[config.mk]
export PLATFORM = sky130hd
export DESIGN_NAME = spa_cell
export DESIGN_NICKNAME = d
export VERILOG_FILES = /design/src/sv/spa_pkg.sv /design/src/sv/spa_cell.sv
export SDC_FILE = /design/constraint.sdc
export NUM_CORES = 1
export LEC_CHECK = 0
export BUFFER_PORTS_ARGS = -buffer_cell sky130_fd_sc_hd__buf_2
export CORE_MARGIN = 2
export CORE_UTILIZATION = 30
export CTS_BUF_LIST = sky130_fd_sc_hd__clkbuf_4 sky130_fd_sc_hd__clkbuf_8
export CTS_CLUSTER_SIZE = 16
export DETAILED_ROUTE_END_ITERATION = 7
export PLACE_DENSITY_LB_ADDON = 0.2
export SYNTH_ARGS = -nofsm -noshare
export SYNTH_HDL_FRONTEND = slang
export SYNTH_SLANG_ARGS = --single-unit
[constraint.sdc]
create_clock -name clk -period 6.2 [get_ports clk]
set_input_delay 1.24 -clock clk [delete_from_list [all_inputs] [get_ports clk]]
set_output_delay 1.24 -clock clk [all_outputs]
set_load 0.01 [all_outputs]
[src/sv/spa_pkg.sv]
`timescale 1ns / 1ps
// ----------------------------------------------------------------------------
// spa_pkg
// shared types and constants of the sorted sparse polynomial accumulator
// ----------------------------------------------------------------------------
package spa_pkg;

  localparam int MAX_TERMS   = 32;
  localparam int CNT_W       = $clog2(MAX_TERMS + 1);
  localparam int COEF_W      = 32;
  localparam int EXP_W       = 16;
  localparam int IN_TDATA_W  = 56;
  localparam int IN_TUSER_W  = 2;
  localparam int OUT_TDATA_W = 48;
  localparam int OUT_TUSER_W = 5;

  localparam logic signed [COEF_W-1:0] COEF_MAX = 32'sh7fff_ffff;
  localparam logic signed [COEF_W-1:0] COEF_MIN = 32'sh8000_0000;

  typedef enum logic [1:0] {
    OP_ADD   = 2'd0,
    OP_READ  = 2'd1,
    OP_CLEAR = 2'd2
  } op_t;

  typedef enum logic [2:0] {
    ST_INSERTED = 3'd0,
    ST_MERGED   = 3'd1,
    ST_REMOVED  = 3'd2,
    ST_IGNORED  = 3'd3,
    ST_FULL     = 3'd4
  } status_t;

  typedef enum logic [1:0] {
    S_IDLE,
    S_CMP,
    S_APPLY,
    S_READ
  } state_t;

  typedef enum logic [2:0] {
    ACT_HOLD,
    ACT_CMP,
    ACT_INSERT,
    ACT_UPDATE,
    ACT_REMOVE,
    ACT_ROTATE,
    ACT_CLEAR
  } act_t;

  typedef struct packed {
    act_t                     act;
    logic signed [COEF_W-1:0] coef;
    logic signed [EXP_W-1:0]  expo;
  } cmd_t;

  typedef struct packed {
    logic                     valid;
    logic signed [COEF_W-1:0] coef;
    logic signed [EXP_W-1:0]  expo;
  } term_t;

  typedef struct packed {
    logic gt;
    logic match;
    logic zero;
    logic sat;
  } cell_flag_t;

endpackage

[src/sv/spa_cell.sv]
`timescale 1ns / 1ps
// ----------------------------------------------------------------------------
// spa_cell
// one slot of the sorted term chain: holds a term, compares it with the
// broadcast term and moves terms to and from its neighbors
// ----------------------------------------------------------------------------
module spa_cell (
  input  logic                clk,
  input  logic                rst_n,
  input  spa_pkg::cmd_t       cmd,
  input  spa_pkg::term_t      prev_term,
  input  logic                prev_gt,
  input  spa_pkg::term_t      next_term,
  input  spa_pkg::term_t      head_term,
  output spa_pkg::term_t      term,
  output spa_pkg::cell_flag_t flag
);
  import spa_pkg::*;

  logic                     valid_r, valid_nxt;
  logic signed [COEF_W-1:0] coef_r, coef_nxt;
  logic signed [EXP_W-1:0]  expo_r, expo_nxt;
  logic signed [COEF_W-1:0] sum_r, sum_nxt;
  cell_flag_t               flag_r, flag_nxt;
  logic signed [COEF_W:0]   sum_wide;
  logic                     ovf;

  always_comb begin
    sum_wide = {coef_r[COEF_W-1], coef_r} + {cmd.coef[COEF_W-1], cmd.coef};
    ovf      = sum_wide[COEF_W] != sum_wide[COEF_W-1];
    valid_nxt = valid_r;
    coef_nxt  = coef_r;
    expo_nxt  = expo_r;
    sum_nxt   = sum_r;
    flag_nxt  = flag_r;
    unique case (cmd.act)
      ACT_HOLD: begin
      end
      ACT_CMP: begin
        flag_nxt.gt    = valid_r && ($signed(expo_r) > $signed(cmd.expo));
        flag_nxt.match = valid_r && (expo_r == cmd.expo);
        flag_nxt.zero  = sum_wide == '0;
        flag_nxt.sat   = ovf;
        if (ovf) begin
          sum_nxt = sum_wide[COEF_W] ? COEF_MIN : COEF_MAX;
        end else begin
          sum_nxt = sum_wide[COEF_W-1:0];
        end
      end
      ACT_INSERT: begin
        if (!flag_r.gt && prev_gt) begin
          valid_nxt = 1'b1;
          coef_nxt  = cmd.coef;
          expo_nxt  = cmd.expo;
        end else if (!flag_r.gt) begin
          valid_nxt = prev_term.valid;
          coef_nxt  = prev_term.coef;
          expo_nxt  = prev_term.expo;
        end
      end
      ACT_UPDATE: begin
        if (flag_r.match) begin
          coef_nxt = sum_r;
        end
      end
      ACT_REMOVE: begin
        if (!flag_r.gt) begin
          valid_nxt = next_term.valid;
          coef_nxt  = next_term.coef;
          expo_nxt  = next_term.expo;
        end
      end
      ACT_ROTATE: begin
        if (valid_r && next_term.valid) begin
          coef_nxt = next_term.coef;
          expo_nxt = next_term.expo;
        end else if (valid_r) begin
          coef_nxt = head_term.coef;
          expo_nxt = head_term.expo;
        end
      end
      ACT_CLEAR: begin
        valid_nxt = 1'b0;
      end
      default: begin
      end
    endcase
  end

  always_ff @(posedge clk) begin
    if (!rst_n) begin
      valid_r <= 1'b0;
      flag_r  <= '0;
    end else begin
      valid_r <= valid_nxt;
      flag_r  <= flag_nxt;
    end
  end

  always_ff @(posedge clk) begin
    coef_r <= coef_nxt;
    expo_r <= expo_nxt;
    sum_r  <= sum_nxt;
  end

  assign term.valid = valid_r;
  assign term.coef  = coef_r;
  assign term.expo  = expo_r;
  assign flag       = flag_r;

endmodule

==> flow_summary.json, run 1 <==
{
  "syn-num-nets": 966,
  "cts_tree": "yes",
  "die_x_um": 156,
  "startpoint": "cmd[16]",
  "ctsHoldBuffers": 0,
  "worstMarginPinSlew_ps": 1170,
  "hpwl_um": 17700,
  "cts.sinks": 85,
  "p_leak_nw": 3.59,
  "grt_pass1_wl_um": 34700,
  "h-tree-depth": 3,
  "ys_seq_elements": 85,
  "fin_hold_ws_ps": 478,
  "clkLatencyLatePin_ps": 380,
  "drt_iter0_markers": 521,
  "status": "finished clean",
  "antenna_cells": 0,
  "arrival_ps": 4660,
  "maxCapViolations": 0,
  "die_y_um": 156,
  "rsz0062_at_grt": "no",
  "ctsRootBufferMaster": "clkbuf_8",
  "cp_max_fo": 4,
  "die_area_um2": 24400,
  "core_area_um2": 22700,
  "setup.worst_path.end": "flag[1]$_SDFFE_PN0N_",
  "setup-tns-final_ps": 0,
  "synth_edf_count": 80,
  "synth_area_per_cell_um2": 9.70,
  "min_path_cells": 2,
  "dr_total_vias": 6632,
  "skew_ps": 17.9,
  "max_freq_mhz": 228,
  "nFillCells": 2360,
  "min-delay-path-class": "reg -> reg",
  "ys_warn_count": 0,
  "rows": 55,
  "period_needed_ps": 4380,
  "ys_async_sr_fraction_pct": 0,
  "synthCells": 716,
  "grt_usage_pct": 18.5,
  "fin_crit_sh_pct": 70.6,
  "drc_errors": 0,
  "grt_max_degree": 50,
  "io_buffers": 252,
  "gp_congestion": 0.840,
  "yosysSeqAreaShare_pct": 36.0,
  "cts_buffers": 9,
  "ant_nets": 0,
  "synth-main-ff-cell": "edfxtp_1",
  "cts_buffer_depth": 2,
  "syn_area_um2": 6950,
  "overflow": 0,
  "rr_startpoint": "coef_r[0]$_DFFE_PP_",
  "routed_via_density": 5.40,
  "reg2reg_slack_ps": 2400,
  "mostFrequentLayoutCells": "buf_2 (252), edfxtp_1 (80), a21oi_1 (70)",
  "nNetsFinal": 1189,
  "io_pins": 254,
  "multi_input_area_um2": 4150,
  "slew_headroom_pct": 22.1,
  "setup_violations": 0,
  "first_pass_iters": 6,
  "yosysUniqueCellTypes": 73,
  "slew_viol_final": 0,
  "critPathKind": "in -> reg",
  "layout_commonest_cell": "buf_2",
  "vdd_drop_max_v": 0.0000906,
  "r2r_cells": 11,
  "initial_core_util_pct": 30.6,
  "drive_above_1_share_pct": 33.5,
  "end_kind": "flip-flop",
  "r2r-end": "flag[1]$_SDFFE_PN0N_",
  "antenna_found_initial": 0,
  "cellPowerDensity_nw_per_um2": 197,
  "wl_per_cell_um": 19.0,
  "grt_pass1_vias": 6313,
  "crit_required_ps": 6490,
  "final_hold_viol_count": 0,
  "ctsResizeCount": 0,
  "wl_um": 23400,
  "clk_pin_slew_ps": 80,
  "area_delta_synth_final_pct": 24.0,
  "cp-start-kind": "input pin",
  "seq_area_um2": 2500,
  "cts_setup_buffers": 0
}
==> flip-flops by register name, indices dropped and copies added, names as in the netlist <==
signal / count
coef_r: 32
expo_r: 16
flag: 4
sum_r: 32
valid_r: 1
==> layout make-up <==
| type | count | area share [%] |
|---|---|---|
| repair buffers | 260 | 15.5 |
| clock inverters | 4 | 0.291 |
| inverters | 25 | 1.09 |
| well taps | 285 | 4.14 |
| clock buffers | 12 | 1.70 |
| multi-input cells | 558 | 48.2 |
| flip-flops and latches | 85 | 29.1 |
==> cell families (layout without fill, tap and decap cells) <==
family                     after synthesis  after routing  share of synthesized area, %
buffers and inverters                   73            301                          4.59
DFF                                     85             85                          36.0
AOI/OAI and AO/OA                      268            268                          27.5
xor gates and xnor gates                21             21                          2.65
muxes                                   17             17                          2.45
and+or+nand+nor                        177            177                          13.8
adders and majority gates               75             75                          13.0
==> power by group <==
group | total, mW | switching (mW) | internal, mW
combinational | 0.613 | 0.344 | 0.268
clock | 0.370 | 0.212 | 0.158
sequential | 0.712 | 0.0218 | 0.690
total | 1.69 | 0.578 | 1.12
==> per-layer routing <==
| layer | routed length, um | global-route usage [%] | vias to the layer above |
|---|---|---|---|
| met4 | 259 | 4.41 | 0 |
| met5 | 0 | 0 | - |
| met2 | 10600 | 31.0 | 263 |
| met1 | 10700 | 25.1 | 3100 |
| li1 | - | - | 3251 |
| met3 | 1820 | 2.92 | 18 |
==> how the worst min path moves through the flow <==
stage | to | startpoint
after floorplan | flag[0]$_SDFFE_PN0N_ | flag[0]$_SDFFE_PN0N_
final | flag[0]$_SDFFE_PN0N_ | flag[0]$_SDFFE_PN0N_
after detailed placement | flag[0]$_SDFFE_PN0N_ | flag[0]$_SDFFE_PN0N_
after global placement | flag[0]$_SDFFE_PN0N_ | flag[0]$_SDFFE_PN0N_
after CTS | flag[0]$_SDFFE_PN0N_ | flag[0]$_SDFFE_PN0N_
after global routing | flag[2]$_SDFFE_PN0N_ | flag[2]$_SDFFE_PN0N_
==> worst max-delay path: stages <==
cell and delay [ps]:
buf_2 120, ha_1 230, fa_1 440, a211oi_2 380, o211ai_1 250, a211oi_2 420
o31ai_1 220, xor2_1 210, or4_1 600, nor4_1 210, nand4b_1 150, o31ai_1 190
==> synthesized netlist by cell type, types with 4 or more instances <==
cell type	number	share of area (%)
edfxtp_1	80	35
a21oi_1	71	5.1
ha_1	48	8.6
nor2b_1	41	3.7
o21ai_0	39	2.8
clkbuf_1	37	2.0
nand2_1	37	2.0
a211oi_1	32	3.5
a222oi_1	32	4.6
nor2_1	31	1.7
inv_1	25	1.4
maj3_2	20	3.2
a22oi_1	18	1.9
mux2i_1	17	2.4
a21o_1	15	1.6
nand3_1	11	0.79
o21a_1	11	1.2
xnor2_1	11	1.4
xor2_1	10	1.3
a21boi_0	7	0.76
and3_1	7	0.63
nand2b_1	7	0.63
and2_1	6	0.54
maj3_1	6	0.86
nand4_1	6	0.54
nor3_1	6	0.43
dfxtp_1	5	1.4
a31oi_1	4	0.36
and4_1	4	0.50
nor4_1	4	0.36
o211a_1	4	0.58
o31ai_1	4	0.43
==> stage by stage <==
step                cells  worst slack (ps)  area, um^2  total power [mW]  utilization [%]
floorplan             716              2110        6950              1.14                -
detailed placement   1213              1460        8440              1.34             37.2
CTS                  1229              1850        8610              1.72             37.9
global route         1229              1590        8610              1.80             37.9
global placement     1213              1500        8440              1.34             37.2
finish               1229              1820        8610              1.69             37.9
(Power assumes the default switching activity.)
==> run 2: changes to the inputs <==
clock period = 3.63 ns   (was 6.2 ns; I/O delays follow)
==> run 2 against run 1 <==
Combinational power grew 97%; routed wire length is 2.5% higher; cell area up 7.1%; power grew 80%; clock skew up 1.7 ps; via count is 3.5% higher; die area did not move; largest cell class unchanged; highest routed layer unchanged; largest power group unchanged; worst setup slack worse by 1600 ps; critical endpoint is now sum_r[5]$_DFFE_PN_; global-route usage rose by 0.34 points.
==> flow_summary.json, run 2 (synthesis results as in run 1) <==
{
  "routed_via_density": 5.28,
  "mostFrequentLayoutCells": "buf_2 (252), edfxtp_1 (80), buf_4 (73)",
  "critPathKind": "reg -> reg",
  "clk_pin_slew_ps": 100,
  "setup_ws_ps": 246,
  "ant_nets": 0,
  "cts_buffers": 9,
  "dr_total_vias": 6865,
  "min-delay-path-class": "reg -> reg",
  "p_leak_nw": 3.96,
  "grt_pass1_wl_um": 35200,
  "rsz0062_at_grt": "no",
  "io_pins": 254,
  "hpwl_um": 18700,
  "clkLatencyLatePin_ps": 380,
  "grt_pass1_vias": 6417,
  "status": "finished clean",
  "reg_top3": "coef_r x32, sum_r x32, expo_r x16",
  "antenna_found_initial": 0,
  "ctsRootBufferMaster": "clkbuf_8",
  "max_freq_mhz": 296,
  "power_mw": 3.05,
  "end_kind": "flip-flop",
  "first_pass_iters": 8,
  "pre_cts_slack_ps": -250,
  "placed_area_um2": 9030,
  "cp_max_fo": 26,
  "overflow": 0,
  "cellPowerDensity_nw_per_um2": 331,
  "io_buffers": 252,
  "min_from": "flag[0]$_SDFFE_PN0N_",
  "h-tree-depth": 3,
  "vdd_drop_max_v": 0.000145,
  "skew_ps": 19.7,
  "nNetsFinal": 1260,
  "drt_iter0_markers": 554,
  "setup_violations": 0,
  "startpoint": "coef_r[19]$_DFFE_PP_",
  "worstMarginPinSlew_ps": 561,
  "cts.sinks": 85,
  "wl_per_cell_um": 18.5,
  "rows": 55,
  "cts_tree": "yes",
  "final_area_um2": 9230,
  "cp-start-kind": "flip-flop",
  "area_delta_synth_final_pct": 32.8,
  "gp_congestion": 0.853,
  "slew_viol_final": 0,
  "die_area_um2": 24400,
  "antenna_cells": 0,
  "grt_usage_pct": 18.8,
  "die_y_um": 156,
  "arrival_ps": 3520,
  "drive_above_1_share_pct": 38.4,
  "maxCapViolations": 0,
  "final_hold_viol_count": 0,
  "ctsHoldBuffers": 0,
  "fin_crit_sh_pct": 93.2,
  "grt_max_degree": 73,
  "crit_required_ps": 3760,
  "die_x_um": 156,
  "cts_buffer_depth": 2,
  "layout_commonest_cell": "buf_2",
  "fin_hold_ws_ps": 481,
  "drc_errors": 0,
  "rr_startpoint": "coef_r[19]$_DFFE_PP_",
  "initial_core_util_pct": 30.6,
  "period_needed_ps": 3380,
  "core_area_um2": 22700,
  "wl_um": 24000,
  "slew_headroom_pct": 62.6
}
## run 2: final timing paths
kind                                        endpoint  slack, ps  cells after the start
worst max-delay path              sum_r[5]$_DFFE_PN_        250                     10
worst min-delay path            flag[0]$_SDFFE_PN0N_        480                      2
worst max register to register    sum_r[5]$_DFFE_PN_        250                     10
worst min register to register  flag[0]$_SDFFE_PN0N_        480                      2
## run 2: power by group
part / switching [mW] / internal, mW
Clock: 0.366 / 0.260
Combinational: 0.630 / 0.581
Sequential: 0.0380 / 1.18
Total: 1.03 / 2.02
## run 2: stage by stage
step	TNS (ps)	instances	util, %
final	0	1299	40.6
after detailed placement	-3820	1283	39.8
after global routing	0	1299	40.6
after global placement	-3220	1283	39.8
after floorplan	0	716	-
after CTS	0	1298	40.5
## run 2: worst max-delay path: stages, from the launching register on
cell and delay (ps):
edfxtp_1 470, ha_1 400, a21oi_2 180, nand2_1 80
a221o_1 390, a41oi_2 210, o311a_4 260, a211oi_4 80
or3_4 380, and2_4 290, maj3_1 380
## run 2: metal layers
metal  wire (um)  track usage (%)  up-vias
li1            -                -     3393
met1       11200             25.4     3202
met2       10900             31.6      252
met3        1670             3.08       18
met4         257             4.63        0
met5           0                0        -
## run 2: final cells by class
type	count	area, um^2
fillers	2310	13500
multi-input cells	558	4180
flip-flops and latches	85	2500
repair buffers	331	1930
well taps	285	357
clock buffers	11	139
inverters	25	93.8
clock inverters	4	25.0
## run 2: what timing repair did
action | CTS | global route
setup buffers | 0 | 1
endpoints found under the hold margin | 0 | 0
resized for setup | 0 | 5
endpoints found under the setup margin | 0 | 1
