==> src/sv/spa_pkg.sv <==
`timescale 1ns / 1ps
// ----------------------------------------------------------------------------
// spa_pkg
// shared types and constants of the sorted sparse polynomial accumulator
// ----------------------------------------------------------------------------
package spa_pkg;

  localparam int MAX_TERMS   = 32;
  localparam int CNT_W       = $clog2(MAX_TERMS + 1);
  localparam int COEF_W      = 32;
  localparam int EXP_W       = 16;
  localparam int IN_TDATA_W  = 56;
  localparam int IN_TUSER_W  = 2;
  localparam int OUT_TDATA_W = 48;
  localparam int OUT_TUSER_W = 5;

  localparam logic signed [COEF_W-1:0] COEF_MAX = 32'sh7fff_ffff;
  localparam logic signed [COEF_W-1:0] COEF_MIN = 32'sh8000_0000;

  typedef enum logic [1:0] {
    OP_ADD   = 2'd0,
    OP_READ  = 2'd1,
    OP_CLEAR = 2'd2
  } op_t;

  typedef enum logic [2:0] {
    ST_INSERTED = 3'd0,
    ST_MERGED   = 3'd1,
    ST_REMOVED  = 3'd2,
    ST_IGNORED  = 3'd3,
    ST_FULL     = 3'd4
  } status_t;

  typedef enum logic [1:0] {
    S_IDLE,
    S_CMP,
    S_APPLY,
    S_READ
  } state_t;

  typedef enum logic [2:0] {
    ACT_HOLD,
    ACT_CMP,
    ACT_INSERT,
    ACT_UPDATE,
    ACT_REMOVE,
    ACT_ROTATE,
    ACT_CLEAR
  } act_t;

  typedef struct packed {
    act_t                     act;
    logic signed [COEF_W-1:0] coef;
    logic signed [EXP_W-1:0]  expo;
  } cmd_t;

  typedef struct packed {
    logic                     valid;
    logic signed [COEF_W-1:0] coef;
    logic signed [EXP_W-1:0]  expo;
  } term_t;

  typedef struct packed {
    logic gt;
    logic match;
    logic zero;
    logic sat;
  } cell_flag_t;

endpackage

==> src/sv/spa_ctrl.sv <==
`timescale 1ns / 1ps
// ----------------------------------------------------------------------------
// spa_ctrl
// sequencer of the term chain: takes items, issues chain commands, gathers
// the cell flags and drives the result register
// ----------------------------------------------------------------------------
module spa_ctrl (
  input  logic                            clk,
  input  logic                            rst_n,
  input  logic                            in_tvalid,
  output logic                            in_tready,
  input  logic [spa_pkg::IN_TDATA_W-1:0]  in_tdata,
  input  logic [spa_pkg::IN_TUSER_W-1:0]  in_tuser,
  output logic                            out_tvalid,
  input  logic                            out_tready,
  output logic [spa_pkg::OUT_TDATA_W-1:0] out_tdata,
  output logic [spa_pkg::OUT_TUSER_W-1:0] out_tuser,
  output logic                            out_tlast,
  output spa_pkg::cmd_t                   cmd,
  input  spa_pkg::term_t                  head_term,
  input  logic [spa_pkg::MAX_TERMS-1:0]   match_v,
  input  logic [spa_pkg::MAX_TERMS-1:0]   zero_v,
  input  logic [spa_pkg::MAX_TERMS-1:0]   sat_v
);
  import spa_pkg::*;

  state_t                   state_r, state_nxt;
  op_t                      op_r, op_nxt;
  logic signed [COEF_W-1:0] val_r, val_nxt;
  logic signed [EXP_W-1:0]  expo_r, expo_nxt;
  logic                     negsat_r, negsat_nxt;
  logic                     zin_r, zin_nxt;
  logic [CNT_W-1:0]         count_r, count_nxt;
  logic [CNT_W-1:0]         idx_r, idx_nxt;
  logic                     ovalid_r, ovalid_nxt;
  logic [OUT_TDATA_W-1:0]   odata_r, odata_nxt;
  logic [OUT_TUSER_W-1:0]   ouser_r, ouser_nxt;
  logic                     olast_r, olast_nxt;

  logic                     in_xfer;
  logic                     slot_free;
  logic signed [COEF_W-1:0] in_coef;
  logic                     in_sub;
  logic                     any_match;
  logic                     any_zero;
  logic                     any_sat;
  logic                     read_last;
  status_t                  st;
  logic                     sat_bit;

  assign in_coef   = in_tdata[COEF_W-1:0];
  assign in_sub    = in_tdata[COEF_W+EXP_W];
  assign in_tready = state_r == S_IDLE;
  assign in_xfer   = in_tvalid && in_tready;
  assign slot_free = !ovalid_r || out_tready;
  assign any_match = |match_v;
  assign any_zero  = |(match_v & zero_v);
  assign any_sat   = |(match_v & sat_v);
  assign read_last = idx_r == (count_r - CNT_W'(1));

  always_comb begin
    state_nxt  = state_r;
    op_nxt     = op_r;
    val_nxt    = val_r;
    expo_nxt   = expo_r;
    negsat_nxt = negsat_r;
    zin_nxt    = zin_r;
    count_nxt  = count_r;
    idx_nxt    = idx_r;
    ovalid_nxt = out_tready ? 1'b0 : ovalid_r;
    odata_nxt  = odata_r;
    ouser_nxt  = ouser_r;
    olast_nxt  = olast_r;
    cmd.act    = ACT_HOLD;
    cmd.coef   = val_r;
    cmd.expo   = expo_r;
    st         = ST_INSERTED;
    sat_bit    = 1'b0;

    unique case (state_r)
      S_IDLE: begin
        if (in_xfer) begin
          op_nxt     = op_t'(in_tuser);
          expo_nxt   = in_tdata[COEF_W+EXP_W-1:COEF_W];
          zin_nxt    = in_coef == '0;
          negsat_nxt = in_sub && (in_coef == COEF_MIN);
          if (in_sub && (in_coef == COEF_MIN)) begin
            val_nxt = COEF_MAX;
          end else if (in_sub) begin
            val_nxt = -in_coef;
          end else begin
            val_nxt = in_coef;
          end
          idx_nxt = '0;
          if ((op_t'(in_tuser) == OP_ADD) && (in_coef != '0)) begin
            state_nxt = S_CMP;
          end else if ((op_t'(in_tuser) == OP_READ) && (count_r != '0)) begin
            state_nxt = S_READ;
          end else begin
            state_nxt = S_APPLY;
          end
        end
      end
      S_CMP: begin
        cmd.act   = ACT_CMP;
        state_nxt = S_APPLY;
      end
      S_APPLY: begin
        if (slot_free) begin
          if (op_r == OP_ADD) begin
            if (zin_r) begin
              st = ST_IGNORED;
            end else if (any_match && any_zero) begin
              st        = ST_REMOVED;
              sat_bit   = negsat_r || any_sat;
              cmd.act   = ACT_REMOVE;
              count_nxt = count_r - CNT_W'(1);
            end else if (any_match) begin
              st      = ST_MERGED;
              sat_bit = negsat_r || any_sat;
              cmd.act = ACT_UPDATE;
            end else if (count_r == CNT_W'(MAX_TERMS)) begin
              st = ST_FULL;
            end else begin
              st        = ST_INSERTED;
              sat_bit   = negsat_r;
              cmd.act   = ACT_INSERT;
              count_nxt = count_r + CNT_W'(1);
            end
          end else if (op_r == OP_CLEAR) begin
            cmd.act   = ACT_CLEAR;
            count_nxt = '0;
          end
          ovalid_nxt = 1'b1;
          odata_nxt  = '0;
          ouser_nxt  = {sat_bit, 1'b0, st};
          olast_nxt  = 1'b1;
          state_nxt  = S_IDLE;
        end
      end
      S_READ: begin
        if (slot_free) begin
          cmd.act    = ACT_ROTATE;
          ovalid_nxt = 1'b1;
          odata_nxt  = {head_term.expo, head_term.coef};
          ouser_nxt  = {1'b0, 1'b1, ST_INSERTED};
          olast_nxt  = read_last;
          idx_nxt    = idx_r + CNT_W'(1);
          if (read_last) begin
            state_nxt = S_IDLE;
          end
        end
      end
      default: begin
        state_nxt = S_IDLE;
      end
    endcase
  end

  always_ff @(posedge clk) begin
    if (!rst_n) begin
      state_r  <= S_IDLE;
      count_r  <= '0;
      idx_r    <= '0;
      ovalid_r <= 1'b0;
      op_r     <= OP_ADD;
    end else begin
      state_r  <= state_nxt;
      count_r  <= count_nxt;
      idx_r    <= idx_nxt;
      ovalid_r <= ovalid_nxt;
      op_r     <= op_nxt;
    end
  end

  always_ff @(posedge clk) begin
    val_r    <= val_nxt;
    expo_r   <= expo_nxt;
    negsat_r <= negsat_nxt;
    zin_r    <= zin_nxt;
    odata_r  <= odata_nxt;
    ouser_r  <= ouser_nxt;
    olast_r  <= olast_nxt;
  end

  assign out_tvalid = ovalid_r;
  assign out_tdata  = odata_r;
  assign out_tuser  = ouser_r;
  assign out_tlast  = olast_r;

endmodule

==> config.mk <==
export PLATFORM = sky130hd
export DESIGN_NAME = spa_ctrl
export DESIGN_NICKNAME = d
export VERILOG_FILES = /design/src/sv/spa_pkg.sv /design/src/sv/spa_ctrl.sv
export SDC_FILE = /design/constraint.sdc
export NUM_CORES = 1
export LEC_CHECK = 0
export ABC_AREA = 1
export CAP_MARGIN = 20
export CORE_ASPECT_RATIO = 1.4
export CORE_MARGIN = 2
export CORE_UTILIZATION = 45
export DETAILED_ROUTE_END_ITERATION = 10
export DONT_BUFFER_PORTS = 1
export GPL_ROUTABILITY_DRIVEN = 1
export PLACE_DENSITY = 0.6
export SYNTH_ARGS = -nofsm -noshare
export SYNTH_HDL_FRONTEND = slang
export SYNTH_SLANG_ARGS = --single-unit
==> constraint.sdc <==
create_clock -name clk -period 4.3 [get_ports clk]
set_clock_uncertainty 0.15 [all_clocks]
set_input_delay 0.645 -clock clk [delete_from_list [all_inputs] [get_ports clk]]
set_output_delay 0.645 -clock clk [all_outputs]
set_load 0.02 [all_outputs]
==> out/metrics.yaml, run 1 <==
status: "finished clean"
synth_async_sr_flop_share: 0
synth-simple-area-share: 0.3141
start_util: 0.4559
max-cap-violations: 0
cpMostUsedCell: "inv_1"
ant_nets: 0
grt_pass1_wl_um: 26240
synthAdderAreaFrac: 0.009588
synth_top_family_by_area: "simple AND/OR/NAND/NOR gates"
avgSynthCellArea_sq_um: 8.270
crit_start: "out_tvalid$_SDFF_PN0_"
timing.rr.start: "state_r[1]$_SDFFE_PN0P_"
hold_viol_final: 0
vias: 5305
cp.depth: 5
port_buffers: 0
worst_r2r_endpoint: "out_tdata[38]$_SDFFCE_PN0P_"
dieArea_sq_um: 15490
crit_path_start_kind: "flip-flop"
critPathMaxStageDelay_ns: 0.46
rsz0062_at_grt: "false"
cts_resized: 0
via_per_inst: 5.310
antenna_found_initial: 0
top_layer: "met4"
relSlewSlack: 0.3203
synth_common_cells: "nand2_1, nor2_1, inv_1"
drtIter0Drc: 203
root_buffer: "clkbuf_16"
drcViolationCount: 0
crit_slowest_cell: "dfxtp_1"
yosysSeqAreaShare: 0.5308
worstSetupPathType: "flip-flop to output port"
crit_end: "cmd[50]"
wl_per_cell_um: 17.02
grt_max_degree: 53
worst_ep_required_time_ns: 3.50
gp_congestion: 0.9306
synth_most_common_cell: "nand2_1"
holdCritStartpoint: "in_tdata[34]"
worstPathCellList: "inv_1 > nor2_1 > inv_1 > nand4_1 > nand3_1"
fmax_ghz: 0.3564
numCtsBuffers: 17
p_leak_nw: 3.271
wl_met3_um: 1732
reg2reg_slack_ns: 2.09
hpwl_um: 13130
synth.area.mux_share: 0
cts_max_level: 4
syn_area_sq_um: 6525
synth_edf_count: 104
end_kind: "output port"
clk_latency_ns: 0.41
drv_slew: 0
cts_sinks: 121
dr.pass1.iters: 5
yosysTopAreaCell: "edfxtp_1"
tightest_slew_ns: 1.017
cts_tree: "done"
syn-instance-count: 789
setup_viol: 0
fin_ws_ns: 1.494
postCtsSetupBuffers: 0
synth-compound-area-share: 0.03931
syn2layout_area_growth_pct: 11.75
power_w: 0.003444
critPathMaxFanout: 9
cp_num_buf_inv: 2
io_pins: 314
dieWidth_um: 105.8
power.density_nw_per_um2: 472.4
grt_overflow: 0
wl_met1_um: 6110
cts.clk_slew.worst_paths_ns: 0.06
synth_area_leaders: "edfxtp_1, nand2_1, nor2_1, inv_1, dfxtp_1"
synth.distinct_cells: 40
synth_top_area_frac: 0.4786
grt_pass1_vias: 5199
clk_path_buf_depth: 2
synth_seq_cells: 121
ys.flop_type: "edfxtp_1"
yosys_warnings: 0
wl_um: 17000
core-area_sq_um: 14310
dp_slack_ns: 1.590
reg2reg_depth: 3
final_nets: 1008
utilization: 0.5094
dr_wl_met2_um: 8785
period_needed_ns: 2.806
grtUsageTotal: 0.2165
num_rows: 52
die_h_um: 146.5
synth-xor-area-share: 0.02895
hold_class: "primary input to flip-flop"
fin_tns_setup_ns: 0
cp.arrival_ns: 2.01
drive_above_1_share: 0.07664
hold_buffers: 0
peakVddDrop_v: 0.0002779
synth_nets: 1001
crit_family: "simple AND/OR/NAND/NOR gates"
period_share: 0.6525
## sequential cells by signal, summed over array words and instances, names as in the netlist, 2 cells and up
register,count
state_r,2
out_tdata,48
op_r,2
out_tuser,5
count_r,6
expo_r,16
idx_r,6
val_r,32
## cell families after synthesis
family / count (synthesis)
xor gates and xnor gates: 20
AOI/OAI and AO/OA: 45
DFF: 121
buffers and inverters: 128
and+or+nand+nor: 470
adders and majority gates: 5
## report_power, final
part / leakage (nW) / internal (W) / switching [W]
Sequential: 1.14 / 0.00145 / 0.000204
Clock: 0.270 / 0.000805 / 0.000551
Combinational: 1.87 / 0.000145 / 0.000291
Total: 3.27 / 0.00240 / 0.00105
## metrics by stage
| stage | area [sq um] | hold slack [ns] | cells |
|---|---|---|---|
| finish | 7292 | 0.1807 | 999 |
| detailed placement | 6704 | 0.3539 | 965 |
| global route | 7289 | 0.1602 | 998 |
| floorplan | 6525 | 0.3150 | 789 |
| global placement | 6704 | 0.3514 | 965 |
| CTS | 7269 | 0.1591 | 997 |
## routing by layer
| layer | vias up | global-route usage |
|---|---|---|
| li1 | 2583 | - |
| met1 | 2438 | 0.2303 |
| met2 | 249 | 0.3729 |
| met3 | 35 | 0.1022 |
| met4 | 0 | 0.07829 |
| met5 | - | 0 |
## layout by cell type, fill, tap and decap left out, types with 16 or more instances in the layout
cell type	instances
clkbuf_16	17
o21ai_0	16
nand4_1	17
dfxtp_1	17
nand2_1	204
nor2_1	138
edfxtp_1	104
a21oi_1	18
inv_1	110
nand3_1	63
xor2_1	18
## final cells by class
class	count	area (sq um)
Clock inverter	15	140.1
Timing Repair Buffer	3	35.03
Multi-Input combinational cell	540	2565
Tap cell	189	236.5
Inverter	113	424.2
Fill cell	1361	7022
Clock buffer	17	425.4
Antenna cell	1	2.502
Sequential cell	121	3463
## worst min-delay path by stage
stage                      endpoint  depth (start not counted)
2_1_floorplan  op_r[0]$_SDFFE_PN0P_                          2
3_3_place_gp   op_r[0]$_SDFFE_PN0P_                          2
3_5_place_dp   op_r[0]$_SDFFE_PN0P_                          2
4_1_cts         expo_r[2]$_DFFE_PP_                          0
5_1_grt        expo_r[13]$_DFFE_PP_                          0
6_report        expo_r[2]$_DFFE_PP_                          0
## worst reg2reg max path, stage by stage, from the launching register on
cell and delay, ns:
dfxtp_1 0.39, inv_1 0.14, nor2_4 0.81, buf_4 0.41
(Power assumes the default switching activity.)
==> run 2, diff against run 1 <==
- ABC_AREA: 1 -> 0
- CORE_AREA: unset -> 2 2 121 123
- CORE_ASPECT_RATIO: 1.4 -> unset
- CORE_MARGIN: 2 -> unset
- CORE_UTILIZATION: 45 -> unset
- DIE_AREA: unset -> 0 0 123 125
- PLACE_DENSITY: 0.6 -> 0.56
- clock period: 4.3 -> 2.9 ns (I/O delays scaled with it)
==> run 2 against run 1 <==
- power is 39% higher
- sequential share of layout area is 1.7 points higher
- routed wire length is 5.8% lower
- hold slack worse by 0.15 ns
- combinational power is 14% lower
- synthesized cell count is 35% lower
- die area is 0.76% lower
- register-to-register slack worse by 1.4 ns
- utilization is 1.4 points lower
- largest cell class unchanged
==> out/metrics.yaml, run 2 <==
drive_above_1_share: 0.1127  # was 0.07664
cts_max_level: 4  # unchanged
utilization: 0.4956  # was 0.5094
grt_overflow: 0  # unchanged
core-area_sq_um: 14200  # was 14310 sq um
synth_top_area_frac: 0.5298  # was 0.4786
critPathMaxFanout: 5  # was 9
final_nets: 767  # was 1008
synth.area.mux_share: 0.007005  # was 0
timing.rr.start: "count_r[0]$_SDFFE_PN0P_"  # was state_r[1]$_SDFFE_PN0P_
largest_reg_flops: 48  # unchanged
grt_pass1_wl_um: 24270  # was 26240 um
num_rows: 44  # was 52
syn-instance-count: 516  # was 789
synth_nets: 728  # was 1001
hold_buffers: 20  # was 0
drtIter0Drc: 228  # was 203
clk_path_buf_depth: 2  # unchanged
clkPwrFrac: 0.454  # was 0.394
holdWs_ns: 0.02785  # was 0.1807 ns
crit_path_start_kind: "primary input"  # was flip-flop
p_switching_w: 0.001156  # was 0.001045 W
synth_most_common_cell: "edfxtp_1"  # was nand2_1
synth_area_leaders: "edfxtp_1, dfxtp_1, and3_1, xor2_1, nand2_1"  # was edfxtp_1, nand2_1, nor2_1, inv_1, dfxtp_1
start_util: 0.4150  # was 0.4559
combPwrFrac: 0.079  # was 0.126
fin_tns_setup_ns: 0  # unchanged
synthAdderAreaFrac: 0.01061  # was 0.009588
vias: 4449  # was 5305
holdCritStartpoint: "rst_n"  # was in_tdata[34]
postCtsSetupBuffers: 0  # unchanged
via_per_inst: 5.908  # was 5.310
intPower_w: 0.003635  # was 0.002399 W
synth-simple-area-share: 0.2112  # was 0.3141
seqPwrFrac: 0.467  # was 0.480
wl_per_cell_um: 21.27  # was 17.02 um
worst_ep_required_time_ns: 2.91  # was 3.50 ns
status: "finished clean"  # unchanged
ant_nets: 0  # unchanged
rsz0062_at_grt: "false"  # unchanged
final_common_cell: "edfxtp_1"  # was nand2_1
wl_um: 16020  # was 17000 um
die_h_um: 125  # was 146.5 um
end_kind: "flip-flop"  # was output port
ys.flop_type: "edfxtp_1"  # unchanged
mostFrequentLayoutCells: "edfxtp_1, nand2_1, and3_1, nor2_1, xor2_1"  # was nand2_1, nor2_1, inv_1, edfxtp_1, nand3_1
grt_pass1_vias: 4556  # was 5199
cts.clk_slew.worst_paths_ns: 0.05  # was 0.06 ns
synth-compound-area-share: 0.1072  # was 0.03931
numCtsBuffers: 17  # unchanged
synth_async_sr_flop_share: 0  # unchanged
relSlewSlack: 0.6600  # was 0.3203
peakVddDrop_v: 0.0003988  # was 0.0002779 V
yosysTopAreaCell: "edfxtp_1"  # unchanged
place_area_sq_um: 6227  # was 6704 sq um
cp.arrival_ns: 2.79  # was 2.01 ns
hold_viol_final: 0  # unchanged
syn_area_sq_um: 5894  # was 6525 sq um
cts_resized: 0  # unchanged
gp_congestion: 0.8592  # was 0.9306
synth.distinct_cells: 47  # was 40
worstSetupPathType: "primary input to flip-flop"  # was flip-flop to output port
worstPathCellList: "or4_4 > or4_4 > or4_4 > or3_4 > or3_1 > nor3_1 > a311oi_1"  # was inv_1 > nor2_1 > inv_1 > nand4_1 > nand3_1
power.density_nw_per_um2: 680.7  # was 472.4 nW/um^2
syn2layout_area_growth_pct: 19.42  # was 11.75%
yosysSeqAreaShare: 0.5876  # was 0.5308
tightest_slew_ns: 0.5100  # was 1.017 ns
cpMostUsedCell: "or4_4"  # was inv_1
p_leak_nw: 2.676  # was 3.271 nW
synth_common_cells: "edfxtp_1, nand2_1, and3_1"  # was nand2_1, nor2_1, inv_1
antenna_found_initial: 1  # was 0
drcViolationCount: 0  # unchanged
cts_tree: "done"  # unchanged
period_needed_ns: 2.779
hpwl_um: 11820  # was 13130 um
avgSynthCellArea_sq_um: 11.42  # was 8.270 sq um
synth-xor-area-share: 0.05795  # was 0.02895
synth_edf_count: 104  # unchanged
sw_frac_of_total: 0.2413  # was 0.3035
root_buffer: "clkbuf_16"  # unchanged
period_share: 0.9584
design_area_sq_um: 7039  # was 7292 sq um
synth_seq_cells: 121  # unchanged
setup_viol: 0  # unchanged
crit_slowest_cell: "or4_4"  # was dfxtp_1
io_pins: 314  # unchanged
critPathMaxStageDelay_ns: 0.52  # was 0.46 ns
hold_class: "primary input to flip-flop"  # unchanged
cts_sinks: 121  # unchanged
dieArea_sq_um: 15380  # was 15490 sq um
synth_top_family_by_area: "simple AND/OR/NAND/NOR gates"  # unchanged
clk_latency_ns: 0.41  # about the same
max-cap-violations: 0  # unchanged
crit_start: "in_tdata[7]"  # was out_tvalid$_SDFF_PN0_
fmax_ghz: 0.3598
grt_max_degree: 58  # was 53
port_buffers: 0  # unchanged
yosys_warnings: 0  # unchanged
grtUsageTotal: 0.2058  # was 0.2165
drv_slew: 0  # unchanged
dr.pass1.iters: 5  # unchanged
dieWidth_um: 123  # was 105.8 um
dp.cells: 700  # was 965
fin_cells: 753  # was 999
## run 2: cell count changes in the layout (fill, tap and decap cells not counted), moves of 11 or more
cell and delta:
nand3_1 -50, inv_1 -104, dlygate4sd3_1 +20, nand2_1 -148, and3_1 +54, a22oi_1 +20, nor2_1 -111, nor4_1 +11
xnor2_1 +11, buf_4 +19
## run 2: kinds of logic after synthesis
family | count (synthesis)
compound gates | 88
xor+xnor | 39
fa+ha+maj | 5
buf+inv | 29
flops | 121
mux | 4
simple gates | 230
## run 2: layout make-up
type / count / area (sq um)
fill: 1260 / 7164
sequential: 121 / 3463
multi-input combinational: 366 / 2330
clock buffer: 19 / 432.9
timing repair buffer: 42 / 377.9
tap: 184 / 230.2
clock inverter: 13 / 176.4
inverter: 7 / 26.28
antenna: 1 / 2.502
## run 2: worst paths after layout
path	endpoint	slack (ns)	cells past startpoint
max	val_r[29]$_SDFFCE_PP1P_	0.12	7
min	state_r[0]$_SDFFE_PN0P_	0.03	1
max reg2reg	count_r[3]$_SDFFE_PN0P_	0.66	9
min reg2reg	idx_r[1]$_SDFFE_PN0P_	0.38	2
## run 2: layer usage
layer,share of wire,GRT usage
met2,0.48,0.3360
met3,0.10,0.08622
met4,0.015,0.08356
met5,0,0
met1,0.40,0.2373
## run 2: per-stage QoR
stage,power [W],worst slack [ns]
after detailed placement,0.002633,-0.3216
after global routing,0.004970,0.03604
after floorplan,0.002527,-0.2798
final,0.004792,0.1206
after CTS,0.004851,0.1373
after global placement,0.002620,-0.3139
## run 2: power by group through the flow
stage | Combinational, W | Clock, W | Sequential [W]
floorplan | 0.000282 | 0 | 0.00224
global placement | 0.000347 | 0 | 0.00227
detailed placement | 0.000357 | 0 | 0.00228
CTS | 0.000381 | 0.00223 | 0.00224
global route | 0.000426 | 0.00229 | 0.00225
finish | 0.000377 | 0.00218 | 0.00224
## run 2: critical path: cells and delay by family
kind | cells | cell delay (ns)
AND/OR/NAND/NOR | 6 | 2.29
AO/OA/AOI/OAI | 1 | 0.07
==> run 3, diff against run 2 <==
- PLACE_DENSITY: 0.56 -> unset
- PLACE_DENSITY_LB_ADDON: unset -> 0.25
==> run 3 against run 2 <==
- utilization down 0.088 points
- worst setup slack lost 0.00096 ns
- power up 0.51%
- sequential cell count stayed put
- hold slack lost 0.0046 ns
- count of clock-buffer cells in the layout down 1
- non-clock buffer count down 1
- final area is 0.18% lower
- first-iteration DRC count increased by 64%
- register-to-register slack about the same
- critical path depth is the same
- critical path type unchanged
- largest power group unchanged
==> out/metrics.yaml, run 3 (same netlist as run 2, synthesis figures left out) <==
fin_ws_ns: 0.1196  # was 0.1206 ns
setup_viol: 0  # unchanged
power.density_nw_per_um2: 685.5  # was 680.7 nW/um^2
period_needed_ns: 2.780  # was 2.779 ns
grt_overflow: 0  # unchanged
final_nets: 766  # was 767
cts_tree: "done"  # unchanged
dieWidth_um: 123  # unchanged
cts_max_level: 4  # unchanged
root_buffer: "clkbuf_16"  # unchanged
hold_class: "primary input to flip-flop"  # unchanged
via_per_inst: 6.024  # was 5.908
tightest_slew_ns: 0.6888  # was 0.5100 ns
cts.clk_slew.worst_paths_ns: 0.06  # was 0.05 ns
clk_latency_ns: 0.41  # about the same
cts_sinks: 121  # unchanged
worstPathCellList: "or4_4 > or4_4 > or4_4 > or3_4 > or3_1 > nor3_1 > a311oi_1"  # unchanged
max-cap-violations: 0  # unchanged
num_rows: 44  # unchanged
worstSetupPathType: "primary input to flip-flop"  # unchanged
worst_ep_required_time_ns: 2.90  # was 2.91 ns
rsz0062_at_grt: "false"  # unchanged
hpwl_um: 11740  # was 11820 um
dieArea_sq_um: 15380  # unchanged
largest_reg_flops: 48  # unchanged
postCtsSetupBuffers: 0  # unchanged
wl_per_cell_um: 21.14  # was 21.27 um
io_pins: 314  # unchanged
grt_pass1_wl_um: 23940  # was 24270 um
crit_path_start_kind: "primary input"  # unchanged
cp.arrival_ns: 2.78  # was 2.79 ns
die_h_um: 125  # unchanged
grt_max_degree: 58  # unchanged
drv_slew: 0  # unchanged
drive_above_1_share: 0.1199  # was 0.1127
hold_viol_final: 0  # unchanged
utilization: 0.4947  # was 0.4956
fmax_ghz: 0.3597  # was 0.3598 GHz
grtUsageTotal: 0.2026  # was 0.2058
crit_slowest_cell: "or4_4"  # unchanged
core-area_sq_um: 14200  # unchanged
period_share: 0.9587  # was 0.9584
end_kind: "flip-flop"  # unchanged
final_common_cell: "edfxtp_1"  # unchanged
mostFrequentLayoutCells: "edfxtp_1, nand2_1, and3_1, nor2_1, xor2_1"  # unchanged
drtIter0Drc: 373  # was 228
syn2layout_area_growth_pct: 19.21  # was 19.42%
fin_tns_setup_ns: 0  # unchanged
design_area_sq_um: 7027  # was 7039 sq um
cts_resized: 0  # unchanged
vias: 4524  # was 4449
p_leak_nw: 2.677  # was 2.676 nW
dp_slack_ns: -0.3159  # was -0.3216 ns
diodes: 0  # was 1
numCtsBuffers: 17  # unchanged
antenna_found_initial: 0  # was 1
gp_congestion: 1.019  # was 0.8592
cpMostUsedCell: "or4_4"  # unchanged
start_util: 0.4150  # unchanged
peakVddDrop_v: 0.0003866  # was 0.0003988 V
relSlewSlack: 0.5408  # was 0.6600
dr.pass1.iters: 5  # unchanged
critPathMaxStageDelay_ns: 0.53  # was 0.52 ns
grt_pass1_vias: 4359  # was 4556
place_area_sq_um: 6230  # was 6227 sq um
critPathMaxFanout: 5  # unchanged
status: "finished clean"  # unchanged
drcViolationCount: 0  # unchanged
wl_um: 15870  # was 16020 um
port_buffers: 0  # unchanged
power_w: 0.004817  # was 0.004792 W
clk_path_buf_depth: 2  # unchanged
ant_nets: 0  # unchanged
run 3: path summary, 6_finish.rpt:
check                                from                      end  slack [ns]  cells after the start
hold reg to reg      op_r[0]$_SDFFE_PN0P_     op_r[0]$_SDFFE_PN0P_        0.37                      2
hold / removal                in_tuser[0]     op_r[0]$_SDFFE_PN0P_        0.02                      2
setup / recovery              in_tdata[7]  val_r[29]$_SDFFCE_PP1P_        0.12                      7
setup reg to reg  count_r[0]$_SDFFE_PN0P_  count_r[3]$_SDFFE_PN0P_        0.65                      9
run 3: metrics by stage:
| stage | std cells | hold slack, ns |
|---|---|---|
| after floorplan | 516 | 0.3325 |
| after global placement | 702 | 0.3585 |
| after detailed placement | 702 | 0.3626 |
| after CTS | 751 | 0.006131 |
| after global routing | 751 | 0.01080 |
| final | 751 | 0.02327 |
run 3: timing repair:
item                                    in CTS  in global routing
endpoints found under the hold margin       20                  0
hold buffers                                17                  0
endpoints found under the setup margin       0                  0
run 3: final cells by class:
cell class                      count  area, sq um
Timing Repair Buffer               41        350.3
Tap cell                          184        230.2
Inverter                            7        26.28
Multi-Input combinational cell    366         2330
Sequential cell                   121         3463
Clock buffer                       18        429.2
Fill cell                        1241         7177
Clock inverter                     14        197.7
run 3: critical path, delay by kind of cell:
kind	cells	cell delay, ns
and+or+nand+nor	6	2.28
AOI/OAI and AO/OA	1	0.07
run 3: routing by layer:
layer  GRT usage  vias to the layer above  wire [um]
li1            -                     2060          -
met1      0.2542                     2168       6442
met2      0.2977                      266       7105
met3      0.1109                       30       2077
met4     0.06618                        0        249
met5           0                        -          0
run 3: where the power goes:
| part | leakage, nW | switching [W] | internal (W) |
|---|---|---|---|
| sequential | 1.11 | 0.000193 | 0.00204 |
| clock | 0.301 | 0.000771 | 0.00144 |
| combinational | 1.26 | 0.000210 | 0.000157 |
| total | 2.68 | 0.00117 | 0.00364 |
